File: src/rtl/json_string_unescape_utf8_macros.svh
// Assertion macros shared by the JSON string unescaper RTL.
`ifndef JSON_STRING_UNESCAPE_UTF8_MACROS_SVH
`define JSON_STRING_UNESCAPE_UTF8_MACROS_SVH

// Same-cycle implication, disabled during reset.
`define JSU_ASSERT_NOW(label, clk, rst, ante, cons, msg) \
   label: assert property (@(posedge clk) disable iff (rst) (ante) |-> (cons)) \
      else $error(msg);

// Next-cycle implication, disabled during reset.
`define JSU_ASSERT_NEXT(label, clk, rst, ante, cons, msg) \
   label: assert property (@(posedge clk) disable iff (rst) (ante) |=> (cons)) \
      else $error(msg);

`endif

File: src/rtl/jsu_pkg.sv
// Package with types, constants and helpers of the JSON string unescaper.
`default_nettype none
package jsu_pkg;

   // Largest number of output bytes one request can cause
   localparam int BURST_MAX = 6;
   localparam int BURST_CNT_W = $clog2(BURST_MAX + 1);
   localparam int BURST_IDX_W = $clog2(BURST_MAX);

   // Queue between front and back, in bursts
   localparam int QUEUE_DEPTH = 4;
   localparam int QUEUE_PTR_W = $clog2(QUEUE_DEPTH);
   localparam int QUEUE_CNT_W = $clog2(QUEUE_DEPTH + 1);

   // Number of held hex digits kept for replay
   localparam int HELD_DEPTH = 3;

   // Characters
   localparam logic [7:0] CH_BSLASH = 8'h5C;
   localparam logic [7:0] CH_LOW_B  = 8'h62;
   localparam logic [7:0] CH_LOW_F  = 8'h66;
   localparam logic [7:0] CH_LOW_N  = 8'h6E;
   localparam logic [7:0] CH_LOW_R  = 8'h72;
   localparam logic [7:0] CH_LOW_T  = 8'h74;
   localparam logic [7:0] CH_LOW_U  = 8'h75;
   localparam logic [7:0] CH_BS     = 8'h08;
   localparam logic [7:0] CH_FF     = 8'h0C;
   localparam logic [7:0] CH_LF     = 8'h0A;
   localparam logic [7:0] CH_CR     = 8'h0D;
   localparam logic [7:0] CH_TAB    = 8'h09;

   // UTF-8 limits and lead/continuation marks
   localparam logic [15:0] UTF8_MAX1 = 16'h007F;
   localparam logic [15:0] UTF8_MAX2 = 16'h07FF;
   localparam logic [2:0]  UTF8_LEAD2 = 3'b110;   // 0xC0
   localparam logic [3:0]  UTF8_LEAD3 = 4'b1110;  // 0xE0
   localparam logic [1:0]  UTF8_CONT  = 2'b10;    // 0x80, payload mask 0x3F

   // Parse mode
   typedef enum logic [2:0] {
      MODE_PLAIN = 3'b001,
      MODE_ESC   = 3'b010,
      MODE_HEX   = 3'b100
   } mode_type;

   // Output bytes caused by one request
   typedef struct packed {
      logic [BURST_MAX-1:0][7:0] bytes;
      logic [BURST_CNT_W-1:0]    count;
      logic                      last;
   } burst_type;

   // Queue status seen by front and back
   typedef struct packed {
      logic valid;
      logic full;
   } q_stat_type;

   // Hex digit decode: {is_hex, value}
   function automatic logic [4:0] hex_decode(input logic [7:0] b);
      logic [4:0] r;
      r = '0;
      if (b inside {[8'h30:8'h39]}) begin
         r = {1'b1, b[3:0]};
      end else if (b inside {[8'h61:8'h66], [8'h41:8'h46]}) begin
         r = {1'b1, b[3:0] + 4'd9};
      end
      return r;
   endfunction

endpackage
`default_nettype wire

File: src/rtl/jsu_queue.sv
// Short burst queue between the parsing front and the byte-serializing back.
`default_nettype none
module jsu_queue import jsu_pkg::*; (
   input  logic       clock,
   input  logic       reset,
   input  logic       push,
   input  burst_type  push_data,
   input  logic       pop,
   output burst_type  head,
   output q_stat_type q_stat
);

   burst_type                mem_ff [QUEUE_DEPTH];
   logic [QUEUE_PTR_W-1:0]   wr_ptr_ff, wr_ptr_in;
   logic [QUEUE_PTR_W-1:0]   rd_ptr_ff, rd_ptr_in;
   logic [QUEUE_CNT_W-1:0]   count_ff, count_in;

   // Advance pointers and fill count
   always_comb begin
      wr_ptr_in = push ? wr_ptr_ff + 1'b1 : wr_ptr_ff;
      rd_ptr_in = pop ? rd_ptr_ff + 1'b1 : rd_ptr_ff;
      count_in  = count_ff;
      if (push && !pop) begin
         count_in = count_ff + 1'b1;
      end else if (pop && !push) begin
         count_in = count_ff - 1'b1;
      end
   end

   always_ff @(posedge clock) begin
      if (reset) begin
         wr_ptr_ff <= '0;
         rd_ptr_ff <= '0;
         count_ff  <= '0;
      end else begin
         wr_ptr_ff <= wr_ptr_in;
         rd_ptr_ff <= rd_ptr_in;
         count_ff  <= count_in;
      end
   end

   // Store burst
   always_ff @(posedge clock) begin
      if (push) begin
         mem_ff[wr_ptr_ff] <= push_data;
      end
   end

   assign head         = mem_ff[rd_ptr_ff];
   assign q_stat.valid = (count_ff != '0);
   assign q_stat.full  = (count_ff == QUEUE_CNT_W'(QUEUE_DEPTH));

endmodule
`default_nettype wire

File: src/rtl/jsu_front.sv
// Front end: accepts raw bytes, tracks escape state and builds output bursts.
`default_nettype none
module jsu_front import jsu_pkg::*; (
   input  logic       clock,
   input  logic       reset,
   input  logic       req_valid,
   output logic       req_stall,
   input  logic [7:0] req_in_byte,
   input  logic       req_in_last,
   input  q_stat_type q_stat,
   output logic       push,
   output burst_type  push_data
);

   mode_type                      mode_ff, mode_in;
   logic [1:0]                    hex_count_ff, hex_count_in;
   logic [11:0]                   hex_accum_ff, hex_accum_in;
   logic [HELD_DEPTH-1:0][7:0]    held_ff, held_in;

   logic                          accept;
   logic [4:0]                    hex;
   logic [15:0]                   cp;
   logic [1:0]                    replay_cnt;
   logic                          do_replay;
   logic                          do_plain;
   logic [BURST_MAX-1:0][7:0]     obytes;
   logic [BURST_CNT_W-1:0]        n;

   assign req_stall = q_stat.full;
   assign accept    = req_valid && !req_stall;
   assign hex       = hex_decode(req_in_byte);
   assign cp        = {hex_accum_ff, hex[3:0]};

   // Decide next state and the output bytes of this request
   always_comb begin
      mode_in      = mode_ff;
      hex_count_in = hex_count_ff;
      hex_accum_in = hex_accum_ff;
      held_in      = held_ff;
      replay_cnt   = hex_count_ff;
      do_replay    = 1'b0;
      do_plain     = 1'b0;
      obytes       = '0;
      n            = '0;

      case (mode_ff)
         MODE_ESC: begin
            mode_in = MODE_PLAIN;
            case (req_in_byte)
               CH_LOW_B: begin obytes[n] = CH_BS;  n = n + 1'b1; end
               CH_LOW_F: begin obytes[n] = CH_FF;  n = n + 1'b1; end
               CH_LOW_N: begin obytes[n] = CH_LF;  n = n + 1'b1; end
               CH_LOW_R: begin obytes[n] = CH_CR;  n = n + 1'b1; end
               CH_LOW_T: begin obytes[n] = CH_TAB; n = n + 1'b1; end
               CH_LOW_U: begin
                  if (req_in_last) begin
                     obytes[n] = CH_BSLASH; n = n + 1'b1;
                     obytes[n] = CH_LOW_U;  n = n + 1'b1;
                  end else begin
                     mode_in      = MODE_HEX;
                     hex_count_in = '0;
                     hex_accum_in = '0;
                  end
               end
               default: begin obytes[n] = req_in_byte; n = n + 1'b1; end
            endcase
         end
         MODE_HEX: begin
            if (!hex[4]) begin
               // Cut-short escape: replay, then treat byte as plain text
               do_replay = 1'b1;
               do_plain  = 1'b1;
            end else if (hex_count_ff == 2'd3) begin
               // Fourth digit: encode code point as UTF-8
               if (cp <= UTF8_MAX1) begin
                  obytes[n] = cp[7:0]; n = n + 1'b1;
               end else if (cp <= UTF8_MAX2) begin
                  obytes[n] = {UTF8_LEAD2, cp[10:6]}; n = n + 1'b1;
                  obytes[n] = {UTF8_CONT, cp[5:0]};   n = n + 1'b1;
               end else begin
                  obytes[n] = {UTF8_LEAD3, cp[15:12]}; n = n + 1'b1;
                  obytes[n] = {UTF8_CONT, cp[11:6]};   n = n + 1'b1;
                  obytes[n] = {UTF8_CONT, cp[5:0]};    n = n + 1'b1;
               end
               mode_in      = MODE_PLAIN;
               hex_count_in = '0;
               hex_accum_in = '0;
            end else begin
               // Hold digit for a possible replay
               held_in[hex_count_ff] = req_in_byte;
               hex_accum_in          = {hex_accum_ff[7:0], hex[3:0]};
               hex_count_in          = hex_count_ff + 1'b1;
               replay_cnt            = hex_count_ff + 1'b1;
               do_replay             = req_in_last;
            end
         end
         default: begin
            do_plain = 1'b1;
         end
      endcase

      // Emit backslash, u and the held digits
      if (do_replay) begin
         obytes[n] = CH_BSLASH; n = n + 1'b1;
         obytes[n] = CH_LOW_U;  n = n + 1'b1;
         for (int i = 0; i < HELD_DEPTH; i++) begin
            if (2'(i) < replay_cnt) begin
               obytes[n] = held_in[i];
               n = n + 1'b1;
            end
         end
         mode_in      = MODE_PLAIN;
         hex_count_in = '0;
         hex_accum_in = '0;
      end

      // Plain text: a backslash opens an escape unless it ends the string
      if (do_plain) begin
         mode_in = MODE_PLAIN;
         if (req_in_byte == CH_BSLASH && !req_in_last) begin
            mode_in = MODE_ESC;
         end else begin
            obytes[n] = req_in_byte;
            n = n + 1'b1;
         end
      end

      // End of string drops any partial escape
      if (req_in_last) begin
         mode_in      = MODE_PLAIN;
         hex_count_in = '0;
         hex_accum_in = '0;
      end
   end

   always_ff @(posedge clock) begin
      if (reset) begin
         mode_ff      <= MODE_PLAIN;
         hex_count_ff <= '0;
         hex_accum_ff <= '0;
      end else if (accept) begin
         mode_ff      <= mode_in;
         hex_count_ff <= hex_count_in;
         hex_accum_ff <= hex_accum_in;
      end
   end

   always_ff @(posedge clock) begin
      if (accept) begin
         held_ff <= held_in;
      end
   end

   assign push            = accept && (n != '0);
   assign push_data.bytes = obytes;
   assign push_data.count = n;
   assign push_data.last  = req_in_last;

endmodule
`default_nettype wire

File: src/rtl/jsu_back.sv
// Back end: walks the head burst one byte a cycle, unless stalled, into the response register.
`default_nettype none
module jsu_back import jsu_pkg::*; (
   input  logic       clock,
   input  logic       reset,
   input  burst_type  head,
   input  q_stat_type q_stat,
   output logic       pop,
   output logic       rsp_valid,
   input  logic       rsp_stall,
   output logic [7:0] rsp_out_byte,
   output logic       rsp_out_last
);

   logic [BURST_IDX_W-1:0] idx_ff, idx_in;
   logic                   rsp_valid_ff, rsp_valid_in;
   logic [7:0]             rsp_byte_ff, rsp_byte_in;
   logic                   rsp_last_ff, rsp_last_in;
   logic                   load;
   logic                   final_byte;

   assign load       = q_stat.valid && (!rsp_valid_ff || !rsp_stall);
   assign final_byte = (BURST_CNT_W'(idx_ff) == head.count - 1'b1);
   assign pop        = load && final_byte;

   // Advance through the burst; hold the response while stalled
   always_comb begin
      idx_in       = idx_ff;
      rsp_valid_in = rsp_valid_ff && rsp_stall;
      rsp_byte_in  = rsp_byte_ff;
      rsp_last_in  = rsp_last_ff;
      if (load) begin
         rsp_valid_in = 1'b1;
         rsp_byte_in  = head.bytes[idx_ff];
         rsp_last_in  = head.last && final_byte;
         idx_in       = final_byte ? '0 : idx_ff + 1'b1;
      end
   end

   always_ff @(posedge clock) begin
      if (reset) begin
         idx_ff       <= '0;
         rsp_valid_ff <= 1'b0;
      end else begin
         idx_ff       <= idx_in;
         rsp_valid_ff <= rsp_valid_in;
      end
   end

   always_ff @(posedge clock) begin
      rsp_byte_ff <= rsp_byte_in;
      rsp_last_ff <= rsp_last_in;
   end

   assign rsp_valid    = rsp_valid_ff;
   assign rsp_out_byte = rsp_byte_ff;
   assign rsp_out_last = rsp_last_ff;

endmodule
`default_nettype wire

File: src/rtl/json_string_unescape_utf8.sv
// Bytes pass the burst queue, then the response register. Throughput: one request
// per cycle while each yields at most one byte and the output is not stalled; the
// output register sends one byte per cycle, so escape bursts (up to six bytes)
// drain through a four-burst queue and the front stalls only when it is full.
// Reset (synchronous, active high) returns to plain text and empties the queue.
`default_nettype none
`include "json_string_unescape_utf8_macros.svh"
module json_string_unescape_utf8 import jsu_pkg::*; (
   input  logic       clock,
   input  logic       reset,
   input  logic       req_valid,
   output logic       req_stall,
   input  logic [7:0] req_in_byte,
   input  logic       req_in_last,
   output logic       rsp_valid,
   input  logic       rsp_stall,
   output logic [7:0] rsp_out_byte,
   output logic       rsp_out_last
);

   logic       push;
   logic       pop;
   burst_type  push_data;
   burst_type  head;
   q_stat_type q_stat;

   jsu_front u_front (
      .clock       (clock),
      .reset       (reset),
      .req_valid   (req_valid),
      .req_stall   (req_stall),
      .req_in_byte (req_in_byte),
      .req_in_last (req_in_last),
      .q_stat      (q_stat),
      .push        (push),
      .push_data   (push_data)
   );

   jsu_queue u_queue (
      .clock     (clock),
      .reset     (reset),
      .push      (push),
      .push_data (push_data),
      .pop       (pop),
      .head      (head),
      .q_stat    (q_stat)
   );

   jsu_back u_back (
      .clock        (clock),
      .reset        (reset),
      .head         (head),
      .q_stat       (q_stat),
      .pop          (pop),
      .rsp_valid    (rsp_valid),
      .rsp_stall    (rsp_stall),
      .rsp_out_byte (rsp_out_byte),
      .rsp_out_last (rsp_out_last)
   );

   // An empty queue never stalls the front
   `JSU_ASSERT_NOW(a_empty_no_stall, clock, reset, !q_stat.valid, !req_stall, "stall with empty queue")
   // A queued burst always carries between one and six bytes
   `JSU_ASSERT_NOW(a_head_count, clock, reset, q_stat.valid, (head.count != '0) && (head.count <= BURST_CNT_W'(BURST_MAX)), "bad burst count")
   // A final byte always leaves a burst in the queue
   `JSU_ASSERT_NEXT(a_last_pushes, clock, reset, req_valid && !req_stall && req_in_last, q_stat.valid, "final byte gave no output")

endmodule
`default_nettype wire

File: config.mk
export PLATFORM = sky130hd
export DESIGN_NAME = json_string_unescape_utf8
export DESIGN_NICKNAME = d
export VERILOG_FILES = /design/src/rtl/jsu_pkg.sv /design/src/rtl/jsu_queue.sv /design/src/rtl/jsu_front.sv /design/src/rtl/jsu_back.sv /design/src/rtl/json_string_unescape_utf8.sv
export VERILOG_INCLUDE_DIRS = /design/src /design/src/rtl
export SDC_FILE = /design/constraint.sdc
export NUM_CORES = 1
export LEC_CHECK = 0
export BUFFER_PORTS_ARGS = -buffer_cell sky130_fd_sc_hd__buf_2
export CAP_MARGIN = 20
export CELL_PAD_IN_SITES_DETAIL_PLACEMENT = 0
export CELL_PAD_IN_SITES_GLOBAL_PLACEMENT = 1
export CORE_ASPECT_RATIO = 1.2
export CORE_UTILIZATION = 45
export DETAILED_ROUTE_END_ITERATION = 16
export PLACE_DENSITY = 0.72
export SETUP_SLACK_MARGIN = 0.3
export SYNTH_ARGS = -nofsm -noshare
export SYNTH_HDL_FRONTEND = slang
export SYNTH_SLANG_ARGS = --single-unit
File: constraint.sdc
create_clock -name clock -period 11.9 [get_ports clock]
set_input_delay 3.57 -clock clock [delete_from_list [all_inputs] [get_ports clock]]
set_output_delay 3.57 -clock clock [all_outputs]
set_load 0.01 [all_outputs]
==> key figures <==
Pwr
  – Static Leak: ~5.4 nW
  – Seq pwr share: 0.457
  – Comb pwr share: 0.211
  – P_sw: a little over 0.0007 W
  – VDD IR-drop max: 0.106 mV
  – Clock power frac: 0.332
  – Internal power: roughly 0.0019 W
  – Tot Pwr: around 0.0027 W
  – Sw frac: 0.270
  – PwrDens: ~170 nW/um2

Run status
  – Status: complete, but fails checks
  – Violated checks: DRC

Logic synthesis
  – Synth Cell Area: roughly 14000 um2
  – Mean Syn Cell Area: around 13 um2
  – Post-synth net total: approximately 1200
  – Ys async rst share: 0
  – Yosys warnings: 0
  – Synthesized flop and latch total: 271
  – Synth Flop Type: edfxtp_1
  – Register area share after synthesis: 0.544
  – Cell variety after synth: 95
  – Post-synth EDFFs: 241
  – Synth Instances: between 1000 and 1500

Timing
  – Period utilisation layout: 0.891
  – Setup violations, final: 0
  – Setup TNS: 0 ns
  – Final Skew: between 0.04 and 0.05 ns
  – Final Max Slew Viols: 0
  – Worst-margin pin slew: ~1.2 ns
  – Endpoints failing hold: 0
  – Minimum clock period: about 11 ns
  – RSZ-0062 raised after global routing: no
  – F_max: about 0.094 GHz
  – Slew headroom: 0.212

Place
  – Dpl hpwl: 28.3 mm
  – IO Port Bufs: 23
  – Total placed cells including tap cells: 1507
  – Routability Congestion: between 0.9 and 1

Route
  – Drt wl/cell: approximately 26 um
  – ANT nets after route: 0
  – Drt pass-1 iters: 12
  – Starting DRT DRC Count: roughly 1100
  – Vias: between 9000 and 10000
  – Routed vias/inst: 6.30
  – Final WL: 41.1 mm
  – DRC: 4

Critical path
  – Setup CP Type: input pin to register
  – Crit end category: register
  – Worst path required time: 12.37 ns
  – CP max stage cell: nor3_1
  – CP Max Fanout: 14
  – Most common cell on crit path: ha_1
  – CP Launch Type: input pin
  – Crit path DAT: 11.07 ns
  – Crit-path max cell delay: 0.47 ns

Global routing
  – Met3 GRT Util: 0.0331
  – Vias in the first global route: between 9000 and 10000
  – GRT Residual Overflow: 0
  – Global Route met1 Usage: 0.354
  – GRT Util Overall: 0.259
  – Met2 Track Usage GR: 0.401
  – First-pass GRT wire length: a little over 60 mm
  – Initial antenna violation count: 0
  – Gr busiest metal: met2
  – Largest net degree at the start of global routing: 53

Clocking
  – Num CTS Buffers: 27
  – Root Buffer: clkbuf_16
  – Setup bufs post-CTS: 0
  – Clock buffer depth: 3
  – Post-CTS resize count: 0
  – Worst-path clk slew: approximately 0.06 ns
  – TritonCTS clock tree: yes
  – Worst-Skew Late Latency: approximately 0.58 ns
  – Post-CTS Hold Fix Bufs: 0
  – H-tree depth: 1
  – CTS sink cnt: ~270

Finish
  – Final cell count without fillers: between 1500 and 2000
  – Share of cells above drive strength 1: 0.196
  – Final net count: approximately 1200
  – Antenna diodes: 0
  – Layout area overhead: 10.1%
  – Commonest cells after routing, fill and taps aside: edfxtp_1, nor2_1, nand2_1, mux4_2, mux2i_1
  – Commonest non-fill, non-tap cell in the layout: edfxtp_1

Flow run
  – Max_cap viols: 0

Die
  – Die area: 32700 um2
  – Die W: about 170 um
  – Chip height: around 200 um
  – # IOs: 24
  – Initial Util: 0.458
  – CORE AREA: 31400 um2
  – Cell row count: slightly above 70

Min path
  – Hold Path Class: register to register
==> per-stage QoR <==
step | hold WS, ns | setup slack, ns | utilization | instance area (um2)
2_1_floorplan | 0.467 | 1.41 | - | 14400
3_3_place_gp | 0.457 | 1.09 | 0.474 | 14900
3_5_place_dp | 0.471 | 0.844 | 0.475 | 14900
4_1_cts | 0.481 | 1.40 | 0.504 | 15900
5_1_grt | 0.520 | 0.691 | 0.504 | 15900
6_report | 0.475 | 1.30 | 0.504 | 15900
==> worst max-delay path: cells and delay by family <==
family / cells / cell delay [ns]
compound gates: 5 / 1.27
buf+inv: 5 / 0.81
fa+ha+maj: 7 / 2.22
xor+xnor: 2 / 0.36
simple gates: 11 / 2.82
==> registers in the layout (all words and copies together) (netlist names), 2 cells and up, named ones only <==
name / flops
u_front.hex_count_ff: 2
u_queue.mem_ff: 208
u_front.mode_ff: 3
u_queue.count_ff: 3
u_queue.rd_ptr_ff: 2
u_queue.wr_ptr_ff: 2
u_front.held_ff: 24
u_front.hex_accum_ff: 12
u_back.idx_ff: 3
u_back.rsp_out_byte: 8
==> power by group through the flow <==
stage	Combinational (W)	Clock (W)	Sequential (W)
after global routing	0.000615	0.000936	0.00123
after global placement	0.000570	0	0.00123
final	0.000562	0.000882	0.00121
after detailed placement	0.000574	0	0.00124
after CTS	0.000575	0.000901	0.00122
after floorplan	0.000413	0	0.00123
==> cell usage after synthesis (all sizes together), types with 3 or more instances <==
library cell / count / area, um2
nor4: 9 / 75.1
o211ai: 9 / 67.6
and2: 13 / 82.6
a22oi: 14 / 105
clkbuf: 51 / 191
nand4: 11 / 68.8
mux2: 32 / 364
or3: 7 / 43.8
a21oi: 48 / 255
edfxtp: 241 / 7240
o21ai: 54 / 289
nor3: 22 / 121
nand3: 22 / 128
o21a: 3 / 22.5
nand2b: 11 / 68.8
xor2: 10 / 106
a31o: 10 / 87.6
mux2i: 47 / 470
a221oi: 4 / 41.3
a211o: 3 / 26.3
a21o: 3 / 22.5
a311oi: 7 / 61.3
inv: 44 / 168
xnor2: 12 / 113
mux4: 60 / 1350
or2: 3 / 18.8
o31ai: 9 / 67.6
o21bai: 3 / 33.8
and3: 5 / 31.3
nor4b: 4 / 80.1
dfxtp: 30 / 601
a211oi: 13 / 110
ha: 25 / 313
buf: 25 / 124
o221ai: 5 / 50.0
o311ai: 3 / 26.3
a31oi: 33 / 206
o22ai: 15 / 93.8
a21boi: 3 / 22.5
nor2b: 12 / 75.1
nor2: 97 / 369
nand2: 72 / 270
==> area by class of cell <==
| cell class | instances | area [um2] |
|---|---|---|
| Tap cell | 401 | 502 |
| Timing Repair Buffer | 46 | 313 |
| Clock buffer | 32 | 694 |
| Sequential cell | 271 | 7840 |
| Inverter | 44 | 168 |
| Multi-Input combinational cell | 745 | 6100 |
| Fill cell | 2731 | 15600 |
| Clock inverter | 18 | 226 |
==> cell families (layout without fill, tap and decap cells) <==
group	count (synthesis)	in the layout	share of synthesized area
and+or+nand+nor	299	299	0.106
DFF	271	271	0.544
AOI/OAI and AO/OA	259	259	0.125
muxes	139	139	0.152
buffers and inverters	120	140	0.0336
adders and majority gates	26	26	0.0231
xor gates and xnor gates	22	22	0.0152
==> path summary, 6_finish.rpt <==
check	startpoint	end	slack, ns	cells after the start
min reg2reg	u_back.rsp_valid$_SDFF_PP0_	u_back.rsp_valid$_SDFF_PP0_	0.48	2
min	u_back.rsp_valid$_SDFF_PP0_	u_back.rsp_valid$_SDFF_PP0_	0.48	2
max	req_in_byte[0]	u_queue.count_ff[2]$_SDFFE_PP0P_	1.30	30
max reg2reg	u_front.hex_accum_ff[11]$_SDFFE_PP0P_	u_queue.count_ff[2]$_SDFFE_PP0P_	4.51	27
==> metal layers <==
layer | routed length [um] | vias up
met5 | 0 | -
met4 | 2400 | 0
met3 | 2420 | 120
met2 | 18800 | 384
met1 | 17500 | 4882
li1 | - | 4416
No activity file was read; power rests on OpenSTA's default activity.
